--- src/bcs_pkg.sv ---
// Shared types and constants for the byte cosine similarity block.
// Used by every module under src except bcs_fifo; depends on nothing.
package bcs_pkg;

    // Default for the longest vector pair that is accumulated
    localparam int MAX_LEN_DEF = 4096;

    // Q1.16 result: 17 bits, 65536 stands for 1.0
    localparam int SIM_W   = 17;
    localparam int Q_TOP   = 16;
    localparam int FRAC2_W = 32;  // the dot square is scaled by 2^32
    localparam int BIT_W   = 5;   // counts result bits 16 down to 0

    // Result status codes
    typedef enum logic [1:0] {
        ST_OK   = 2'd0,
        ST_ZERO = 2'd1,
        ST_LONG = 2'd2
    } status_t;

    // Back end sequencer states
    typedef enum logic [2:0] {
        BK_IDLE,
        BK_MUL,
        BK_ADD,
        BK_CMP,
        BK_OUT
    } back_state_t;

endpackage

--- src/bcs_front.sv ---
// Front end: accumulates dot product and both squared norms, one byte pair a cycle unless the queue is full.
// On the last pair it pushes a job word into the queue. Depends on bcs_pkg.
module bcs_front #(
    parameter int MAX_LEN = bcs_pkg::MAX_LEN_DEF,
    parameter int ACC_W   = $clog2(MAX_LEN) + 16,
    parameter int JOB_W   = 3 * ACC_W + 2
) (
    input  logic             clk,
    input  logic             rst_n,
    input  logic             in_valid,
    output logic             in_stall,
    input  logic [7:0]       byte_a,
    input  logic [7:0]       byte_b,
    input  logic             last,
    output logic             push_valid,
    input  logic             push_stall,
    output logic [JOB_W-1:0] push_data
);
    import bcs_pkg::*;

    localparam int CNT_W = $clog2(MAX_LEN + 1);

    logic [ACC_W-1:0] dot_reg, dot_next;
    logic [ACC_W-1:0] norm_a_reg, norm_a_next;
    logic [ACC_W-1:0] norm_b_reg, norm_b_next;
    logic [CNT_W-1:0] count_reg, count_next;
    logic             too_long_reg, too_long_next;
    logic             accept;
    logic             full_len;
    logic [15:0]      prod_ab, prod_aa, prod_bb;
    status_t          job_status;

    // Hold input while the queue cannot take a job
    assign in_stall = push_stall;
    assign accept   = in_valid && !in_stall;
    assign full_len = (count_reg == CNT_W'(MAX_LEN));

    // Byte products
    assign prod_ab = 16'(byte_a) * 16'(byte_b);
    assign prod_aa = 16'(byte_a) * 16'(byte_a);
    assign prod_bb = 16'(byte_b) * 16'(byte_b);

    // Advance sums, drop pairs beyond the length limit
    always_comb
    begin
        dot_next      = dot_reg;
        norm_a_next   = norm_a_reg;
        norm_b_next   = norm_b_reg;
        count_next    = count_reg;
        too_long_next = too_long_reg || full_len;
        if (!full_len)
        begin
            dot_next    = dot_reg + ACC_W'(prod_ab);
            norm_a_next = norm_a_reg + ACC_W'(prod_aa);
            norm_b_next = norm_b_reg + ACC_W'(prod_bb);
            count_next  = count_reg + CNT_W'(1);
        end
        if (too_long_next)
            job_status = ST_LONG;
        else if (norm_a_next == '0 || norm_b_next == '0)
            job_status = ST_ZERO;
        else
            job_status = ST_OK;
    end

    // Push a job word on the last pair
    assign push_valid = accept && last;
    assign push_data  = {job_status, dot_next, norm_a_next, norm_b_next};

    // Accumulator registers, cleared after each last pair
    always_ff @(posedge clk or negedge rst_n)
    begin
        if (!rst_n)
        begin
            dot_reg      <= '0;
            norm_a_reg   <= '0;
            norm_b_reg   <= '0;
            count_reg    <= '0;
            too_long_reg <= 1'b0;
        end
        else if (accept)
        begin
            if (last)
            begin
                dot_reg      <= '0;
                norm_a_reg   <= '0;
                norm_b_reg   <= '0;
                count_reg    <= '0;
                too_long_reg <= 1'b0;
            end
            else
            begin
                dot_reg      <= dot_next;
                norm_a_reg   <= norm_a_next;
                norm_b_reg   <= norm_b_next;
                count_reg    <= count_next;
                too_long_reg <= too_long_next;
            end
        end
    end

    // Pair count never passes the length limit
    a_count_bound: assert property (@(posedge clk) disable iff (!rst_n)
        count_reg <= CNT_W'(MAX_LEN))
        else $error("pair count beyond limit");

endmodule

--- config.mk ---
export PLATFORM = sky130hd
export DESIGN_NAME = bcs_front
export DESIGN_NICKNAME = d
export VERILOG_FILES = /design/src/bcs_pkg.sv /design/src/bcs_front.sv
export SDC_FILE = /design/constraint.sdc
export NUM_CORES = 1
export LEC_CHECK = 0
export BUFFER_PORTS_ARGS = -buffer_cell sky130_fd_sc_hd__buf_2
export CAP_MARGIN = 20
export CORE_MARGIN = 1.5
export CORE_UTILIZATION = 39
export CTS_BUF_LIST = sky130_fd_sc_hd__clkbuf_8
export CTS_CLUSTER_SIZE = 30
export DETAILED_ROUTE_END_ITERATION = 8
export RECOVER_POWER = 100
export SKIP_CTS_REPAIR_TIMING = 1
export SLEW_MARGIN = 15
export SYNTH_ARGS = -nofsm -noshare
export SYNTH_HDL_FRONTEND = slang
export SYNTH_SLANG_ARGS = --single-unit
--- constraint.sdc ---
create_clock -name clk -period 7.44 [get_ports clk]
set_clock_uncertainty 0.1 [all_clocks]
set_input_delay 0 -clock clk [delete_from_list [all_inputs] [get_ports clk]]
set_output_delay 0 -clock clk [all_outputs]
set_load 0.05 [all_outputs]
==> results_dict.tcl <==
set metrics [dict create \
    run_status "complete, but fails checks" \
    failing_checks "capacitance limit, slew limit" \
    achievable-frequency_mhz 148 \
    synth_nets 1745 \
    buffer_depth_of_the_longest_clock_path 2 \
    ys_warn_count 0 \
    critical-path-max-stage-delay_ns 0.58 \
    die_width_um 182 \
    area_growth_pct 7.46 \
    fp-row-count 65 \
    worstMarginPinSlew_ns 3.00 \
    layout_min_cycle_time_ns 6.76 \
    endpoint_kind "output port" \
    placedCellCount 1926 \
    routed_wirelength_um 32600 \
    design.portCount 109 \
    dominant_cell_by_count_in_the_synthesized_netlist "inv_1" \
    post_synth_inst_count 1475 \
    grt_max_degree 61 \
    vias_per_cell 5.38 \
    detailedPlacementHpwl_um 24200 \
    cts_root_buffer "clkbuf_8" \
    post_synth_arst_share_pct 100 \
    rsz0062_at_grt "no" \
    critPathLaunchType "register" \
    grt_first_pass_wirelength_um 54700 \
    crit_path_cell_trace "fa_1 > inv_1 > fa_1 > inv_1 > fa_1 > inv_1 > fa_1 > inv_1 > ha_1 > o21ai_0 > o211ai_1 > nand4_1 > a21oi_1 > xor2_1 > or4_1 > nor4_1 > or4b_1 > o41ai_1 > buf_2" \
    gpl_wtd_cong 0.836 \
    synth_edf_count 0 \
    timing.critical_path.fanout_max 7 \
    initial_utilization_pct 39.6 \
    critical_path_arrival_ns 6.66 \
    ff_latch_area_mm2 0.00245 \
    finalCritPeriodShare_pct 90.8 \
    io_buffer_count 108 \
    clock_tree_from_tritoncts "yes" \
    fp.dieH_um 182 \
    yosys.cell_types.count 69 \
    postSynthRegisterBits 98 \
    slew_viol_final 140 \
    cell_area_synth_mm2 0.0125 \
    syn_area_per_cell_um2 8.50 \
    n_fill_cell 3236 \
    routedWlPerCell_um 16.8 \
    synth-main-ff-cell "dfrtp_1" \
    maxCapViolCount 3 \
    netlist_top_cells_area "fa_1, dfrtp_1, ha_1, inv_1, nand2_1" \
    synth_top_cell_by_area "fa_1" \
    via_count_of_the_first_global_routing_pass 10600 \
    multiInputGateArea_mm2 0.00896 \
    grt_usage_pct 20.6 \
    maxSlewHeadroom_pct -100 \
    clkLatencyLatePin_ns 0.41 \
    cp_data_required_time_ns 7.34 \
    critPathKind "register to output port" \
    design.final.nets 1806 \
    timing.setup.tns_ns 0 \
    detailroute.via_count 10500 \
    ant_nets 0 \
    top_post_synthesis_cells_by_count "inv_1, nand2_1, fa_1" \
    design.die.area_mm2 0.0332 \
    finalSetupViolations 0 \
    final-hold-violation-count 0 \
    globalRoute.totalOverflow 0 \
    remaining_drc_errors 0 \
    drive_gt1_share_pct 3.76 \
    hold_path.class "input port to register" \
    cts.sink_count 98 \
    core_area_mm2 0.0316 \
    layout.cells.non_filler 1944 \
    ys_seq_area_share_pct 19.6 \
    drt_pre_antenna_iters 5 \
    grt_antenna_before_repair 1 \
    yosysTopAreaCellShare_pct 20.4 \
    cts_max_level 3 \
    drt_first_iter_violations 664 \
    clk_transition_reported_paths_ns 0.12 \
    critical-path-slowest-cell "or4_1" \
    cts_inserted_buffers 9 \
]
cell usage in the layout, fill, tap and decap left out, types with 5 or more instances in the layout:
cell type | netlist | layout
a22o_1 | 44 | 44
or3_1 | 6 | 6
a211oi_1 | 8 | 8
xnor2_1 | 50 | 50
mux2i_1 | 7 | 7
nor2_1 | 70 | 69
buf_4 | 3 | 5
a21o_1 | 16 | 16
nand2_1 | 201 | 201
clkbuf_8 | 0 | 9
o311ai_0 | 7 | 8
and3_1 | 24 | 24
and2_1 | 65 | 64
clkbuf_1 | 61 | 90
xor2_1 | 27 | 27
nand4_1 | 21 | 21
nand2b_1 | 6 | 5
nand3_1 | 21 | 21
a31oi_1 | 11 | 11
o21ai_0 | 85 | 86
inv_1 | 229 | 229
o21a_1 | 7 | 7
dfrtp_1 | 98 | 98
fa_1 | 128 | 128
nor2b_1 | 10 | 9
a21oi_1 | 46 | 47
ha_1 | 121 | 121
nor4_1 | 8 | 8
nor3_1 | 19 | 19
o31ai_1 | 9 | 9
buf_2 | 1 | 21
path summary, 6_finish.rpt:
check | from | end | slack (ns) | cells after the start
min in group asynchronous | rst_n | dot_reg[3]$_DFFE_PN0P_ | 0.94 | 2
min reg2reg | too_long_reg$_DFFE_PN0P_ | too_long_reg$_DFFE_PN0P_ | 0.40 | 2
max | norm_b_reg[7]$_DFFE_PN0P_ | push_data[84] | 0.68 | 19
min | last | norm_a_reg[18]$_DFFE_PN0P_ | 0.12 | 4
max reg2reg | norm_b_reg[7]$_DFFE_PN0P_ | norm_b_reg[26]$_DFFE_PN0P_ | 1.87 | 18
max in group asynchronous | rst_n | norm_a_reg[23]$_DFFE_PN0P_ | 2.39 | 3
stage by stage:
| stage | area (µm²) | util, % | setup slack, ns | hold WS (ns) |
|---|---|---|---|---|
| 3_3_place_gp | 13400 | 42.4 | 1.26 | -0.0303 |
| 2_1_floorplan | 12500 | - | 0.544 | -0.396 |
| 4_1_cts | 13600 | 43.0 | 0.746 | -0.483 |
| 3_5_place_dp | 13400 | 42.4 | 1.14 | -0.0205 |
| 6_report | 13500 | 42.6 | 0.683 | 0.122 |
| 5_1_grt | 13500 | 42.6 | 0.331 | 0.138 |
per-layer routing:
metal  vias to the layer above  global-route usage (%)  share of wire, %
met5                         -                       0                 0
met4                         0                    4.76               1.5
met3                        29                    3.49               5.8
met2                       262                    33.6                46
met1                      5176                    28.6                47
li1                       5001                       -                 -
logic make-up (layout without fill, tap and decap cells):
family / Yosys count / after routing / synth area share [%]
and+or+nand+nor: 470 / 470 / 18.1
buffers and inverters: 296 / 362 / 8.96
AOI/OAI and AO/OA: 276 / 276 / 14.8
adders and majority gates: 249 / 249 / 32.5
DFF: 98 / 98 / 19.6
xor gates and xnor gates: 77 / 77 / 5.38
muxes: 9 / 9 / 0.738
other: 0 / 1 / 0
critical path: cells and delay by family (launching register included):
| kind | cells | cell delay, ns |
|---|---|---|
| buffers and inverters | 5 | 0.52 |
| xor gates and xnor gates | 1 | 0.17 |
| and+or+nand+nor | 4 | 1.54 |
| AOI/OAI and AO/OA | 4 | 1.19 |
| adders and majority gates | 5 | 2.38 |
| DFF | 1 | 0.44 |
area by class of cell:
cell class,count,area share [%]
multi-input combinational,1081,66.5
antenna,1,0.0186
clock inverter,7,0.631
tap,402,3.73
inverter,229,6.38
clock buffer,9,0.919
timing repair buffer,117,3.64
sequential,98,18.2
Power is left out: the tool's default activity adds up to more than one toggle a clock period on the data nets, which glitch-free logic cannot reach.
