$ cat src/bcs_pkg.sv
// Shared types and constants for the byte cosine similarity block.
// Used by every module under src except bcs_fifo; depends on nothing.
package bcs_pkg;

    // Default for the longest vector pair that is accumulated
    localparam int MAX_LEN_DEF = 4096;

    // Q1.16 result: 17 bits, 65536 stands for 1.0
    localparam int SIM_W   = 17;
    localparam int Q_TOP   = 16;
    localparam int FRAC2_W = 32;  // the dot square is scaled by 2^32
    localparam int BIT_W   = 5;   // counts result bits 16 down to 0

    // Result status codes
    typedef enum logic [1:0] {
        ST_OK   = 2'd0,
        ST_ZERO = 2'd1,
        ST_LONG = 2'd2
    } status_t;

    // Back end sequencer states
    typedef enum logic [2:0] {
        BK_IDLE,
        BK_MUL,
        BK_ADD,
        BK_CMP,
        BK_OUT
    } back_state_t;

endpackage

$ cat src/bcs_back.sv
// Back end: turns a job word into the Q1.16 similarity by a bit-by-bit search,
// one bit per BK_ADD, BK_CMP pass; holds the result word. Depends on bcs_pkg.
module bcs_back #(
    parameter int MAX_LEN = bcs_pkg::MAX_LEN_DEF,
    parameter int ACC_W   = $clog2(MAX_LEN) + 16,
    parameter int JOB_W   = 3 * ACC_W + 2
) (
    input  logic                      clk,
    input  logic                      rst_n,
    input  logic                      job_valid,
    output logic                      job_stall,
    input  logic [JOB_W-1:0]          job_data,
    output logic                      out_valid,
    input  logic                      out_stall,
    output logic [bcs_pkg::SIM_W-1:0] similarity,
    output logic [1:0]                status
);
    import bcs_pkg::*;

    // Wide search word: holds q*q*normA*normB and dot*dot*2^32 with headroom
    localparam int W = 2 * ACC_W + FRAC2_W + 3;

    back_state_t      state_reg, state_next;
    status_t          status_reg, status_next;
    logic [ACC_W-1:0] dot_reg, dot_next;
    logic [ACC_W-1:0] na_reg, na_next;
    logic [ACC_W-1:0] nb_reg, nb_next;
    logic [W-1:0]     d_reg, d_next;       // dot^2 * 2^32
    logic [W-1:0]     u_reg, u_next;       // q^2 * P
    logic [W-1:0]     tsh_reg, tsh_next;   // (q * P) << (b + 1)
    logic [W-1:0]     ps_reg, ps_next;     // P << 2b
    logic [W-1:0]     cand_reg, cand_next; // (q + 2^b)^2 * P
    logic [W-1:0]     tsum_reg, tsum_next; // tsh plus the new bit's term
    logic [SIM_W-1:0] q_reg, q_next;
    logic [BIT_W-1:0] b_reg, b_next;
    logic [2*ACC_W-1:0] prod_n, dot_sq;
    logic             take_bit;
    status_t          in_status;

    assign in_status  = status_t'(job_data[JOB_W-1 -: 2]);
    assign prod_n     = (2*ACC_W)'(na_reg) * (2*ACC_W)'(nb_reg);
    assign dot_sq     = (2*ACC_W)'(dot_reg) * (2*ACC_W)'(dot_reg);
    assign take_bit   = (cand_reg <= d_reg) && !q_reg[Q_TOP];
    assign job_stall  = (state_reg != BK_IDLE);
    assign out_valid  = (state_reg == BK_OUT);
    assign similarity = q_reg;
    assign status     = status_reg;

    // Sequencer: next state and datapath updates
    always_comb
    begin
        state_next  = state_reg;
        status_next = status_reg;
        dot_next    = dot_reg;
        na_next     = na_reg;
        nb_next     = nb_reg;
        d_next      = d_reg;
        u_next      = u_reg;
        tsh_next    = tsh_reg;
        ps_next     = ps_reg;
        cand_next   = cand_reg;
        tsum_next   = tsum_reg;
        q_next      = q_reg;
        b_next      = b_reg;
        case (state_reg)
            BK_IDLE:
            begin
                if (job_valid)
                begin
                    status_next = in_status;
                    dot_next    = job_data[3*ACC_W-1 -: ACC_W];
                    na_next     = job_data[2*ACC_W-1 -: ACC_W];
                    nb_next     = job_data[ACC_W-1:0];
                    q_next      = '0;
                    state_next  = (in_status == ST_OK) ? BK_MUL : BK_OUT;
                end
            end
            BK_MUL:
            begin
                // Start the search at the top result bit
                d_next     = W'(dot_sq) << FRAC2_W;
                ps_next    = W'(prod_n) << (2 * Q_TOP);
                u_next     = '0;
                tsh_next   = '0;
                b_next     = BIT_W'(Q_TOP);
                state_next = BK_ADD;
            end
            BK_ADD:
            begin
                cand_next  = u_reg + tsh_reg + ps_reg;
                tsum_next  = tsh_reg + (ps_reg << 1);
                state_next = BK_CMP;
            end
            BK_CMP:
            begin
                // Keep the bit if the candidate square still fits and q has not reached 1.0
                if (take_bit)
                begin
                    q_next   = q_reg | (SIM_W'(1) << b_reg);
                    u_next   = cand_reg;
                    tsh_next = tsum_reg >> 1;
                end
                else
                begin
                    tsh_next = tsh_reg >> 1;
                end
                ps_next = ps_reg >> 2;
                b_next  = b_reg - BIT_W'(1);
                state_next = (b_reg == '0) ? BK_OUT : BK_ADD;
            end
            BK_OUT:
            begin
                if (!out_stall)
                    state_next = BK_IDLE;
            end
            default:
            begin
                state_next = BK_IDLE;
            end
        endcase
    end

    always_ff @(posedge clk or negedge rst_n)
    begin
        if (!rst_n)
            state_reg <= BK_IDLE;
        else
            state_reg <= state_next;
    end

    // Datapath registers
    always_ff @(posedge clk)
    begin
        status_reg <= status_next;
        dot_reg    <= dot_next;
        na_reg     <= na_next;
        nb_reg     <= nb_next;
        d_reg      <= d_next;
        u_reg      <= u_next;
        tsh_reg    <= tsh_next;
        ps_reg     <= ps_next;
        cand_reg   <= cand_next;
        tsum_reg   <= tsum_next;
        q_reg      <= q_next;
        b_reg      <= b_next;
    end

    a_sim_clamp: assert property (@(posedge clk) disable iff (!rst_n)
        out_valid |-> (q_reg <= SIM_W'(1 << Q_TOP)))
        else $error("similarity above one");

    a_bad_zero: assert property (@(posedge clk) disable iff (!rst_n)
        (out_valid && status_reg != ST_OK) |-> (q_reg == '0))
        else $error("nonzero similarity on error status");

    a_no_take_busy: assert property (@(posedge clk) disable iff (!rst_n)
        (state_reg == BK_CMP) |=> (state_reg == BK_ADD || state_reg == BK_OUT))
        else $error("search step left the loop");

endmodule

$ cat config.mk
export PLATFORM = sky130hd
export DESIGN_NAME = bcs_back
export DESIGN_NICKNAME = d
export VERILOG_FILES = /design/src/bcs_pkg.sv /design/src/bcs_back.sv
export SDC_FILE = /design/constraint.sdc
export NUM_CORES = 2
export LEC_CHECK = 0
export CAP_MARGIN = 0
export CORE_MARGIN = 8
export CORE_UTILIZATION = 55
export DETAILED_ROUTE_END_ITERATION = 16
export DONT_BUFFER_PORTS = 1
export GPL_ROUTABILITY_DRIVEN = 0
export HOLD_SLACK_MARGIN = 0.02
export PLACE_DENSITY_LB_ADDON = 0.08
export REMOVE_ABC_BUFFERS = 1
export SLEW_MARGIN = 20
export SYNTH_ARGS = -nofsm -noshare
export SYNTH_HDL_FRONTEND = slang
export SYNTH_SLANG_ARGS = --single-unit
$ cat constraint.sdc
create_clock -name clk -period 36.4 [get_ports clk]
set_input_delay 7.28 -clock clk [delete_from_list [all_inputs] [get_ports clk]]
set_output_delay 7.28 -clock clk [all_outputs]
set_load 0.005 [all_outputs]
==> results.cfg <==
[outcome]
outcome = finished clean

[setup_path]
r2r_setup_slack_ns = 27.94
critPathBufInv = 0
crit_family = flip-flops
rr_worst_depth = 26
r2r-start = dot_reg[19]
cp-start-kind = flop
cp_slowest_cell = dfrtp_4
crit_type = flop to output pin
r2r_end = d_reg[82]
path_depth = 1
critical_path_required_ns = 29.12
critPathMaxStageDelay_ns = 0.73
cp_cell_sequence = or3_1
cp-end-kind = output pin
crit_path_end = job_stall
setup.worst_path.start = state_reg[1]
crit_fanout = 59
worst_ep_arrival_time_ns = 1.97

[logic_synthesis]
ys_ff_latch = 616
synth_edf_count = 613
synth.yosys.seq_area_share_pct = 22.2
yosys_most_used_dff = edfxtp_1
synthCells = 8603
synth_common_cells = inv_1 (1747), fa_1 (1366), nand2_1 (950)
synth_area_leaders = fa_1 (33%), edfxtp_1 (22%), ha_1 (10%), inv_1 (7.9%), nand2_1 (4.3%)
yosysWarnings = 0
ys_types = 82
yosysTopAreaCell = fa_1
async_reset_ff_share_pct = 0.487
synth_top_area_share_pct = 32.8
syn_area_per_cell_um2 = 9.69
netlist_area_mm2 = 0.0833
yosysMostFrequentCell = inv_1

[timing]
hold_viol_final = 0
setup-tns-final_ns = 0
max_freq_mhz = 108
finalCritPeriodShare_pct = 25.4
tightest_slew_ns = 1.20
rsz0062_at_grt = false
setup_viol_count_final = 0
fin_skew_ns = 0.0543
slew_viol_final = 0
slew_headroom_pct = 20.1
fin_crit_ns = 9.25

[clock_network]
cts.clk_slew.worst_paths_ns = 0.06
root_buffer = clkbuf_16
cts.sinks = 616
cts_buffers = 76
ctsResizeCount = 0
postCtsSetupRepairBufs = 0
cts_tree = yes
ctsHoldBuffers = 0
clock_latency_ns = 0.72
max-clock-path-buffers = 3
htreeDepth = 3

[global_routing]
grt.total_usage_pct = 27.0
grt_pass1_vias = 62900
antenna_found_initial = 4
grt_start_max_net_pins = 139
grt_first_pass_wirelength_um = 349000
overflow = 0

[placed_design]
dpl.hpwl_um = 171000
io_buffers = 0

[floorplan]
die-area_mm2 = 0.164
die_h_um = 405
ios = 111
placeableCoreArea_mm2 = 0.151
die_x_um = 405
core.rowCount = 143
start_util_pct = 55.1

[routing]
wl_um = 217000
drtIter0Drc = 4353
route.detailed.drc = 0
vias_per_cell = 5.63
routedWlPerCell_um = 20.8
route.vias.total = 58900
postRouteAntennaNets = 0
dr.pass1.iters = 6

[min_path]
hold_class = flop to flop
hp-start = tsum_reg[63]

[finish]
nFillCells = 13200
fin_util_pct = 58.1
nets = 10500
area_growth_pct = 5.33
drive_gt1_share_pct = 2.98

[run]
cap_violations = 0
## stage by stage
stage          instances  area [um^2]  hold WS [ns]  setup slack (ns)
5_1_grt            10500        87800         0.563             27.07
2_1_floorplan       8194        81800         0.475             20.65
4_1_cts            10500        87700         0.525             27.07
3_3_place_gp       10300        85100         0.515             26.99
3_5_place_dp       10300        85100         0.523             26.96
6_report           10500        87800         0.533             27.15
## logic make-up after synthesis
| logic type | after synthesis | share of synthesized area [%] |
|---|---|---|
| xor+xnor | 292 | 3.07 |
| simple gates | 2310 | 13.4 |
| mux | 2 | 0.0255 |
| flops | 616 | 22.2 |
| fa+ha+maj | 2029 | 42.8 |
| buf+inv | 2162 | 9.76 |
| compound gates | 1192 | 8.76 |
## layer usage
| layer | vias up | global-route usage, % | wire (um) |
|---|---|---|---|
| met5 | - | 0 | 0 |
| met3 | 395 | 5.34 | 16400 |
| met2 | 2027 | 43.0 | 99100 |
| li1 | 26700 | - | - |
| met4 | 0 | 7.17 | 6330 |
| met1 | 29800 | 37.9 | 95400 |
## placed cells by master, fill, tap and decap left out, types with 20 or more instances in the layout
cell and instances:
a21o_1 181, a21oi_1 414, a31oi_1 42, and2_1 516, and3_1 149, buf_4 94
clkbuf_16 77, clkinv_1 20, edfxtp_1 613, fa_1 1366, ha_1 663, inv_1 1746
nand2_1 949, nand2b_1 25, nand3_1 139, nand4_1 93, nor2_1 279, nor2b_1 43
nor3_1 44, o211ai_1 21, o21a_1 34, o21ai_0 281, o21bai_1 69, xnor2_1 179
xor2_1 113
## area by class of cell
cell class / instances / area [um^2] / share of cell area [%]
Clock buffer: 89 / 1970 / 2.25
Inverter: 1753 / 6590 / 7.50
Tap cell: 2030 / 2540 / 2.89
Antenna cell: 2 / 5.00 / 0.00570
Clock inverter: 48 / 571 / 0.650
Multi-Input combinational cell: 5825 / 56800 / 64.7
Sequential cell: 616 / 18500 / 21.1
Timing Repair Buffer: 100 / 835 / 0.951
## worst min path at each step
stage                         endpoint  slack [ns]  depth (start not counted)
after floorplan           state_reg[1]        0.48                          1
after global placement    state_reg[1]        0.51                          1
after detailed placement  state_reg[1]        0.52                          1
after CTS                  tsh_reg[62]        0.52                          2
after global routing        tsh_reg[8]        0.56                          2
final                      tsh_reg[62]        0.53                          2
## worst register-to-register path: cells and delay by family (launching register included)
family                     cells  cell delay (ns)
buffers and inverters          6             1.01
adders and majority gates      8             4.03
AOI/OAI and AO/OA              6             1.50
and+or+nand+nor                5             1.15
xor gates and xnor gates       1             0.16
DFF                            1             0.35
Power is left out: the tool's default activity adds up to more than one toggle a clock period on the data nets, which glitch-free logic cannot reach.
