`src/bcs_fifo.sv`:
```
// Two-entry job queue between front and back end.
// Self-contained; needs no package.
module bcs_fifo #(
    parameter int WIDTH = 8
) (
    input  logic             clk,
    input  logic             rst_n,
    input  logic             push_valid,
    output logic             push_full,
    input  logic [WIDTH-1:0] push_data,
    output logic             pop_valid,
    input  logic             pop_stall,
    output logic [WIDTH-1:0] pop_data
);
    logic [WIDTH-1:0] mem_reg [2];
    logic             wr_ptr_reg, wr_ptr_next;
    logic             rd_ptr_reg, rd_ptr_next;
    logic [1:0]       fill_reg, fill_next;
    logic             do_push, do_pop;

    assign push_full = (fill_reg == 2'd2);
    assign do_push   = push_valid && !push_full;
    assign pop_valid = (fill_reg != 2'd0);
    assign do_pop    = pop_valid && !pop_stall;
    assign pop_data  = mem_reg[rd_ptr_reg];

    // Pointer and fill bookkeeping
    always_comb
    begin
        wr_ptr_next = do_push ? !wr_ptr_reg : wr_ptr_reg;
        rd_ptr_next = do_pop ? !rd_ptr_reg : rd_ptr_reg;
        fill_next   = fill_reg + 2'(do_push) - 2'(do_pop);
    end

    always_ff @(posedge clk or negedge rst_n)
    begin
        if (!rst_n)
        begin
            wr_ptr_reg <= 1'b0;
            rd_ptr_reg <= 1'b0;
            fill_reg   <= 2'd0;
        end
        else
        begin
            wr_ptr_reg <= wr_ptr_next;
            rd_ptr_reg <= rd_ptr_next;
            fill_reg   <= fill_next;
        end
    end

    // Store a job word
    always_ff @(posedge clk)
    begin
        if (do_push)
            mem_reg[wr_ptr_reg] <= push_data;
    end

    a_fill_bound: assert property (@(posedge clk) disable iff (!rst_n)
        fill_reg != 2'd3)
        else $error("job queue fill out of range");

endmodule

```
`config.mk`:
```
export PLATFORM = sky130hd
export DESIGN_NAME = bcs_fifo
export DESIGN_NICKNAME = d
export VERILOG_FILES = /design/src/bcs_fifo.sv
export SDC_FILE = /design/constraint.sdc
export NUM_CORES = 1
export LEC_CHECK = 0
export ABC_AREA = 1
export ABC_CLOCK_PERIOD_IN_PS = 1300
export BUFFER_PORTS_ARGS = -buffer_cell sky130_fd_sc_hd__buf_4
export CAP_MARGIN = 40
export CORE_MARGIN = 3
export CORE_UTILIZATION = 44
export CTS_CLUSTER_DIAMETER = 40
export DETAILED_ROUTE_END_ITERATION = 10
export PLACE_DENSITY = 0.71
export SLEW_MARGIN = 20
export SYNTH_ARGS = -nofsm -noshare
export SYNTH_HDL_FRONTEND = slang
export SYNTH_SLANG_ARGS = --single-unit
```
`constraint.sdc`:
```
create_clock -name clk -period 1.3 [get_ports clk]
set_clock_uncertainty 0.05 [all_clocks]
set_input_delay 0.13 -clock clk [delete_from_list [all_inputs] [get_ports clk]]
set_output_delay 0.13 -clock clk [all_outputs]
set_load 0.02 [all_outputs]
```
==> summary.txt, run 1 <==
Outcome: finished with violations
Violated checks: negative setup slack
Flops & latches, synth: 20
Ant. Diodes: 0
Place WS: -0.115 ns
Register area: 582 µm²
Initial DRC count: 4
Max Cap Violations: 0
Post-layout min period: 1.40 ns
Final Hold Violating Endpoints: 0
WL/cell: 15.8 µm
Cell count after synthesis: 75
Clock buffer depth: 2
# setup viols final: 28
Critical Path RT: 1.45 ns
TritonCTS sink count: 20
Sequential share of power: 0.271
Initial Util: 0.472
Synth Net Count: 89
Final net count: 142
Period Utilization, post-route: 1.08
Min-delay worst type: primary input to flip-flop
Global-route total usage across every layer: 0.202
Gate power share: 0.594
Commonest non-fill, non-tap cell in the layout: buf_4
Int Power: 2.26 mW
CTS tree: built
Die Y: 49.5 µm
Synth top area cells: edfxtp_1, nand2_1, dfrtp_1
Die area: 2450 µm²
Area of the multi-input gates: 347 µm²
Kind of critical path: flip-flop to flip-flop
Crit end category: flip-flop
Area Growth Syn to Fin: 84.2%
Post-Route Utilization: 0.870
ANT nets after route: 0
H-tree Lvls: 1
Netlist Area Pre-Place: 833 µm²
First-pass detailed-route iteration total: 3
Startpoint types: flip-flop
Slew Viols, Final: 0
DR vias/cell: 4.58
Reg2reg path depth: 9
Post-synth top area cell: edfxtp_1
DP Cell Count: 127
Total power: 3.71 mW
Largest register FFs: 16
Placer Congestion: 0.707
Peak supply drop: 1960 µV
Clock root buffer: clkbuf_4
DP Area: 1080 µm²
Fill cell total of the finished layout: 92
DP HPWL: 1.05 mm
Inserted Clock Buffers: 3
Vias in the first global route: 794
Max Clk Rate: 0.715 GHz
Psw: 1.44 mW
Static Leak: 0.709 nW
Pwr Density: 2410 nW/µm²
Mapped Avg Cell Area: 11.1 µm²
Initial antenna violation count: 0
Layout cells sized above 1: 0.630
Setup ws final: -0.0977 ns
Num rows: 15
WHS Path Cells: 4
Net Sw Frac: 0.390
Die Width: 49.5 µm
Commonest cells after routing, fill and taps aside: buf_4, edfxtp_1, nand2_1, buf_6
Clock power share: 0.135
Top cell type's share of synthesized area: 0.577
Max_slew headroom: 0.872
IO buf count: 21
Total Wirelength: 2.40 mm
Ys Warns: 0
Unique cell type count in the Yosys netlist: 12
Crit path DAT: 1.55 ns
Ports: 22
Seq/Total Area, Yosys: 0.697
Worst-skew pair later-pin latency: 0.29 ns
Top fanout value on the critical path: 3
Global route overflow: 0
Largest net degree at the start of global routing: 13
CTS clk-pin slew, worst paths: 0.10 ns
Worst Max-Slew Pin Slew: 0.193 ns
Vias: 696
Global-route wire length before repair: 3.64 mm
Post-Layout Inst Area: 1540 µm²
Post-Layout Cell Count: 152
RSZ-0062 raised after global routing: true
Remaining DRCs: 0
Core Area: 1760 µm²
==> worst paths after layout <==
check	start	to	slack [ns]
max in group asynchronous	rst_n	rd_ptr_reg	0.97
min	pop_stall	rd_ptr_reg	0.1
max	fill_reg[1]	fill_reg[1]	-0.1
max reg2reg	fill_reg[1]	fill_reg[1]	-0.1
min in group asynchronous	rst_n	rd_ptr_reg	0.12
min reg2reg	wr_ptr_reg	wr_ptr_reg	0.45
==> kinds of logic (layout without fill, tap and decap cells) <==
kind of cell,Yosys count,count (layout),synth area share
adder cells (fa/ha/maj),2,2,0.0300
buffers and inverters,12,64,0.0661
flip-flops,20,20,0.697
AND/OR/NAND/NOR,41,41,0.207
==> stage by stage <==
step,hold WS [ns],setup TNS [ns]
detailed placement,-0.119,-0.179
CTS,0.0651,-0.626
global placement,-0.121,-0.0896
finish,0.0985,-1.13
global route,0.0915,-3.04
floorplan,-0.216,-0.135
==> synthesized netlist by cell type, drive strengths merged <==
master  count
ha          2
inv        11
nor2        1
edfxtp     16
nand2      37
dfrtp       4
buf         1
nand3       3
==> area by class of cell <==
| cell class | instances | share of cell area |
|---|---|---|
| flip-flops and latches | 20 | 0.379 |
| repair buffers | 48 | 0.297 |
| multi-input cells | 43 | 0.226 |
| inverters | 11 | 0.0367 |
| well taps | 25 | 0.0204 |
| clock inverters | 1 | 0.0196 |
| clock buffers | 3 | 0.0147 |
| repair inverters | 1 | 0.00733 |
==> repair_timing <==
action,in CTS,in global routing
hold endpoints to repair,20,0
cloned,1,0
gates resized for setup,40,28
buffers inserted,10,3
hold buffers,9,0
pin swaps,13,9
endpoints found under the setup margin,12,29
==> power by group through the flow <==
stage	sequential, mW	combinational, mW	clock, mW
2_1_floorplan	0.957	0.729	0
3_3_place_gp	1.01	1.17	0
3_5_place_dp	1.01	1.19	0
4_1_cts	0.963	1.80	0.503
5_1_grt	1.02	2.35	0.545
6_report	1.00	2.20	0.501
==> routing by layer <==
layer	wire, µm	vias to the layer above	track usage
li1	-	339	-
met1	936	335	0.230
met2	1320	16	0.352
met3	89	6	0.0544
met4	52	0	0.0876
met5	0	-	0
==> critical path: stages (launching register included) <==
cell and delay [ns]:
dfrtp_1 0.42, inv_2 0.10, nand2_4 0.06, nand2_4 0.06
inv_2 0.04, ha_4 0.27, inv_4 0.04, ha_4 0.15
nand3_2 0.05, nand2_1 0.05
Note: power is estimated with default switching activity, not from simulation.
==> inputs of run 2 (changes only) <==
- SETUP_SLACK_MARGIN: default -> 0.15
==> run 2 against run 1 <==
The flow still finishes with violations (negative setup slack). Largest power group unchanged. Non-clock buffer count stayed put. Clock-buffer cell count stayed put. Sequential share of layout area increased by 0.62 points. Die area is the same. Hold slack got worse by 0.0087 ns. First-iteration DRC count rose to 3.0 times the previous value.
==> summary.txt, run 2 (same netlist as run 1, synthesis figures left out) <==
Outcome: finished with violations
Violated checks: negative setup slack
Final TNS setup: -1.25 ns (-0.116 ns)
Final net count: 142 (unchanged)
Period Utilization, post-route: 1.09 (+0.0162)
Ant. Diodes: 0 (unchanged)
Psw: 1.41 mW (-2.4%)
Largest net degree at the start of global routing: 13 (unchanged)
TritonCTS sink count: 20 (unchanged)
Crit-path cells: inv_2 > nand2_4 > nand2_4 > inv_4 > ha_4 > inv_1 > nand2_1 > nand2_1 > nand2_2 > nand2_2
Slew Viols, Final: 0 (unchanged)
Max Clk Rate: 0.705 GHz (-1.5%)
Vias: 708 (+1.7%)
Setup ws final: -0.119 ns (-0.0210 ns)
RSZ-0062 raised after global routing: true
Layout cells sized above 1: 0.654 (+0.0236)
Critical path's largest stage delay: 0.46 ns (+0.04 ns)
Total Wirelength: 2.42 mm (+1.0%)
R2R Path Start: fill_reg[1]
Vias in the first global route: 784 (-1.3%)
Inserted Clock Buffers: 3 (unchanged)
Min-delay worst type: primary input to async pin
Post-layout min period: 1.42 ns (+0.0210 ns)
Placer Congestion: 0.700 (-0.92%)
Clock buffer depth: 2 (unchanged)
Global-route total usage across every layer: 0.196 (-0.00597)
Startpoint types: flip-flop
Die area: 2450 µm² (unchanged)
Post-Layout Inst Area: 1510 µm² (-1.4%)
Static Leak: 0.696 nW (-1.8%)
Area Growth Syn to Fin: 81.7%
IO buf count: 21 (unchanged)
DR vias/cell: 4.66 (+1.7%)
Initial Util: 0.472 (unchanged)
Initial antenna violation count: 0 (unchanged)
Sequential share of power: 0.288 (+0.017)
Crit path DAT: 1.61 ns (+0.06 ns)
Kind of critical path: flip-flop to flip-flop
Place WS: -0.143 ns (-0.0277 ns)
Initial DRC count: 12 (+8)
Commonest non-fill, non-tap cell in the layout: buf_6
Peak supply drop: 1510 µV (-23%)
Crit path max-delay cell type: dfrtp_2
Commonest cells after routing, fill and taps aside: buf_6, nand2_2, buf_4
CTS tree: built
Die Y: 49.5 µm (unchanged)
CP top delay family: simple AND/OR/NAND/NOR gates
Gate power share: 0.569 (-0.025)
Worst-skew pair later-pin latency: 0.30 ns (about the same)
Crit end category: flip-flop
Final Hold Violating Endpoints: 0 (unchanged)
Post-Route Utilization: 0.858 (-0.0121)
Top fanout value on the critical path: 3 (unchanged)
Core Area: 1760 µm² (unchanged)
Clock power share: 0.143 (+0.008)
Crit path launch: fill_reg[1]
WL/cell: 15.9 µm (+1.0%)
H-tree Lvls: 1 (unchanged)
ANT nets after route: 0 (unchanged)
DP Area: 1060 µm² (-1.4%)
# setup viols final: 21 (-25%)
Global route overflow: 0 (unchanged)
Net Sw Frac: 0.388 (-0.00120)
Pwr Density: 2400 nW/µm² (-0.69%)
Ports: 22 (unchanged)
Bufs and invs on worst path: 3 (unchanged)
Max_slew headroom: 0.828 (-0.0435)
First-pass detailed-route iteration total: 3 (unchanged)
Worst Max-Slew Pin Slew: 0.257 ns (+0.0647 ns)
Largest register FFs: 16 (unchanged)
DP HPWL: 1.08 mm (+2.6%)
CTS clk-pin slew, worst paths: 0.12 ns (+0.02 ns)
Die Width: 49.5 µm (unchanged)
Max Cap Violations: 0 (unchanged)
Global-route wire length before repair: 3.51 mm (-3.6%)
Int Power: 2.22 mW (-1.9%)
Clock root buffer: clkbuf_4
Critical Path RT: 1.50 ns (+0.05 ns)
Remaining DRCs: 0 (unchanged)
Num rows: 15 (unchanged)
[run 2: cell types whose count changed in the layout (fill, tap and decap cells not counted), moves of 4 or more]
cell,delta
buf_4,-6
nand2_4,-4
buf_6,+8
nand2_2,+6
[run 2: timing repair]
item	4_1_cts	5_1_grt
hold buffers	9	0
endpoints found under the setup margin	28	30
setup buffers	9	3
gates cloned	0	1
gates resized for setup	44	20
pin swaps	13	10
endpoints found under the hold margin	20	0
[run 2: power groups by stage]
stage / registers [mW] / clock network (mW) / logic (mW)
detailed placement: 1.02 / 0 / 1.17
floorplan: 0.957 / 0 / 0.742
global route: 1.07 / 0.534 / 2.21
finish: 1.05 / 0.518 / 2.07
CTS: 0.994 / 0.511 / 1.78
global placement: 1.01 / 0 / 1.14
[run 2: layout make-up]
type / instances / area [µm²]
tap: 25 / 31.3
clock inverter: 1 / 30.0
clock buffer: 3 / 22.5
inverter: 11 / 48.8
multi-input combinational: 43 / 328
sequential: 20 / 583
timing repair inverter: 1 / 5.00
timing repair buffer: 48 / 465
fill: 89 / 250
[run 2: stage by stage]
stage	hold slack (ns)	instances	total power, mW
after CTS	0.0622	148	3.28
final	0.0898	152	3.63
after detailed placement	-0.120	126	2.18
after global routing	0.0926	152	3.81
after global placement	-0.121	126	2.14
after floorplan	-0.216	75	1.70
[run 2: metal layers]
metal	track usage	wire length, µm
met1	0.212	868
met2	0.366	1460
met3	0.0181	44
met4	0.115	49
met5	0	0
[run 2: final timing paths]
path | endpoint | slack, ns | cells past startpoint
worst max-delay path | fill_reg[1] | -0.12 | 10
worst max register to register | fill_reg[1] | -0.12 | 10
worst min register to register | wr_ptr_reg | 0.49 | 2
min in group clk | rd_ptr_reg | 0.11 | 4
worst min-delay path | fill_reg[0] | 0.09 | 2
max in group asynchronous | rd_ptr_reg | 1.00 | 2
==> inputs of run 3 (changes only) <==
- ABC_AREA: 1 -> default
- ABC_CLOCK_PERIOD_IN_PS: 1300 -> 1800
- CORE_UTILIZATION: 44 -> 45
- PLACE_DENSITY: 0.71 -> 0.7
- clock period: 1.3 -> 1.8 ns (I/O delays scaled with it)
==> run 3 against run 2 <==
The run now ends clean. Hold slack got worse by 0.074 ns. Combinational power decreased by 61%. Maximum frequency decreased by 15%. Global-route usage fell by 6.3 points. Critical path depth fell by 3. Largest cell class unchanged.
==> summary.txt, run 3 <==
Post-synth top area cell: edfxtp_1
Inserted Clock Buffers: 3 (unchanged)
Die area: 2280 µm² (-6.9%)
Unique cell type count in the Yosys netlist: 14 (+2)
Ant. Diodes: 0 (unchanged)
Commonest cells after routing, fill and taps aside: buf_4, edfxtp_1, mux2_2
CTS tree: built
Total Wirelength: 1.35 mm (-44%)
Vias in the first global route: 448 (-43%)
Synth top area cells: edfxtp_1, dfrtp_1, mux2_2
Remaining DRCs: 0 (unchanged)
Global-route wire length before repair: 1.96 mm (-44%)
Post-layout min period: 1.67 ns (+0.253 ns)
Global route overflow: 0 (unchanged)
Num rows: 14 (-1)
Ys Warns: 0 (unchanged)
Max_slew headroom: 0.738 (-0.0897)
RSZ-0062 raised after global routing: true
Largest register FFs: 16 (unchanged)
Top fanout value on the critical path: 3 (unchanged)
Global-route total usage across every layer: 0.133 (-0.0629)
Flops & latches, synth: 20 (unchanged)
Final TNS setup: 0 ns (+1.25 ns)
Post-synth EDFFs: 16 (unchanged)
# setup viols final: 0 (-100%)
CTS clk-pin slew, worst paths: 0.11 ns (about the same)
FFs w/ async S/R, synth: 0.200 (unchanged)
Crit path DAT: 1.81 ns (+0.20 ns)
Crit end category: flip-flop
Vias: 463 (-35%)
Final net count: 93 (-35%)
Initial antenna violation count: 0 (unchanged)
Worst-skew pair later-pin latency: 0.29 ns (about the same)
Core Area: 1580 µm² (-11%)
Initial DRC count: 8 (-4)
DR vias/cell: 4.93 (+5.7%)
TritonCTS sink count: 20 (unchanged)
Largest net degree at the start of global routing: 12 (-1)
Netlist Area Pre-Place: 786 µm² (-5.7%)
Total power: 1.75 mW (-52%)
Worst Max-Slew Pin Slew: 0.393 ns (+0.135 ns)
Layout cells sized above 1: 0.551 (-0.102)
Max Clk Rate: 0.598 GHz (-15%)
Outcome: complete, no violations
Min-delay worst type: primary input to flip-flop
Static Leak: 0.460 nW (-34%)
Cell count after synthesis: 43 (-43%)
Die Y: 47.8 µm (-3.5%)
ANT nets after route: 0 (unchanged)
Area Growth Syn to Fin: 42.4%
First-pass detailed-route iteration total: 3 (unchanged)
Critical Path RT: 1.94 ns (+0.44 ns)
Commonest non-fill, non-tap cell in the layout: buf_4
IO buf count: 21 (unchanged)
Peak supply drop: 1040 µV (-31%)
Most frequent cell after synthesis: edfxtp_1
Final Hold Violating Endpoints: 0 (unchanged)
Top cell type's share of synthesized area: 0.611 (+0.0349)
Synth Net Count: 57 (-36%)
Pwr Density: 1560 nW/µm² (-35%)
WL/cell: 14.4 µm (-9.9%)
Most used flip-flop cell after synthesis: edfxtp_1
Die Width: 47.8 µm (-3.5%)
Initial Util: 0.498 (+0.0261)
Kind of critical path: flip-flop to flip-flop
Slew Viols, Final: 0 (unchanged)
Placer Congestion: 0.665 (-5.0%)
Clock root buffer: clkbuf_4
Top post-synthesis cells by count: edfxtp_1, mux2_2, dfrtp_1
Max Cap Violations: 0 (unchanged)
Period Utilization, post-route: 0.929 (-0.162)
Ports: 22 (unchanged)
H-tree Lvls: 1 (unchanged)
Clock buffer depth: 2 (unchanged)
DP HPWL: 845 µm (-22%)
Mapped Avg Cell Area: 18.3 µm² (+64%)
Seq/Total Area, Yosys: 0.739 (+0.0422)
Startpoint types: flip-flop
[run 3: cell count changes in the layout (fill, tap and decap cells not counted), moves of 2 or more]
cell	change
buf_4	+8
buf_6	-22
dlygate4sd3_1	-2
inv_1	-2
nand2_2	-17
inv_2	-5
mux2_2	+8
xnor2_1	+2
nand2_1	-12
nand2_4	-7
[run 3: area by class of cell]
type	count	area [µm²]
Timing Repair Buffer	32	258
Clock inverter	1	3.75
Fill cell	107	458
Clock buffer	3	22.5
Tap cell	16	20.0
Multi-Input combinational cell	20	225
Inverter	2	7.51
Sequential cell	20	582
[run 3: timing repair]
| item | 4_1_cts | 5_1_grt |
|---|---|---|
| setup endpoints to repair | 9 | 1 |
| gates resized for setup | 2 | 3 |
| hold buffers | 1 | 6 |
| setup buffers | 2 | 1 |
| pin swaps | 1 | 2 |
| endpoints found under the hold margin | 4 | 12 |
[run 3: report_power, final]
| group | internal [mW] | leakage, nW | switching, mW |
|---|---|---|---|
| Combinational | 0.430 | 0.250 | 0.373 |
| Sequential | 0.649 | 0.194 | 0.0832 |
| Clock | 0.0807 | 0.0154 | 0.130 |
[run 3: cells by family after synthesis]
group | Yosys count | share of synthesized area
flops | 20 | 0.739
mux | 8 | 0.115
simple gates | 6 | 0.0541
xor+xnor | 4 | 0.0446
buf+inv | 3 | 0.0159
fa+ha+maj | 2 | 0.0318
[run 3: worst max-delay path, cell delays in order, from the launching register on]
cell	delay [ns]
dfrtp_1	0.42
or2_4	0.26
nor2b_4	0.14
ha_4	0.25
inv_2	0.04
ha_4	0.15
xnor2_2	0.13
xnor2_1	0.13
[run 3: worst paths after layout]
kind,from,endpoint,slack (ns),depth (start not counted)
min in group asynchronous,rst_n,wr_ptr_reg,0.16,2
min reg2reg,wr_ptr_reg,wr_ptr_reg,0.46,1
max,fill_reg[1],fill_reg[1],0.13,7
max reg2reg,fill_reg[1],fill_reg[1],0.13,7
min,push_data[1],mem_reg[1][1],0.02,1
max in group asynchronous,rst_n,rd_ptr_reg,1.42,2
[run 3: per-layer routing]
metal | track usage | share of wire | up-vias
met2 | 0.259 | 0.60 | 6
li1 | - | - | 224
met5 | 0 | 0 | -
met3 | 0.0338 | 0.018 | 2
met1 | 0.119 | 0.38 | 231
met4 | 0.0806 | 0.0067 | 0
[run 3: per-stage QoR]
stage                util  worst slack [ns]  instance area, µm²  hold slack (ns)  instances
finish              0.710             0.128                1120           0.0157         94
floorplan               -             0.136                 788           -0.166         43
global placement    0.614             0.114                 968          -0.0681         80
CTS                 0.652             0.115                1030          0.00236         87
detailed placement  0.614             0.110                 968          -0.0686         80
global route        0.710            0.0937                1120         -0.00246         94
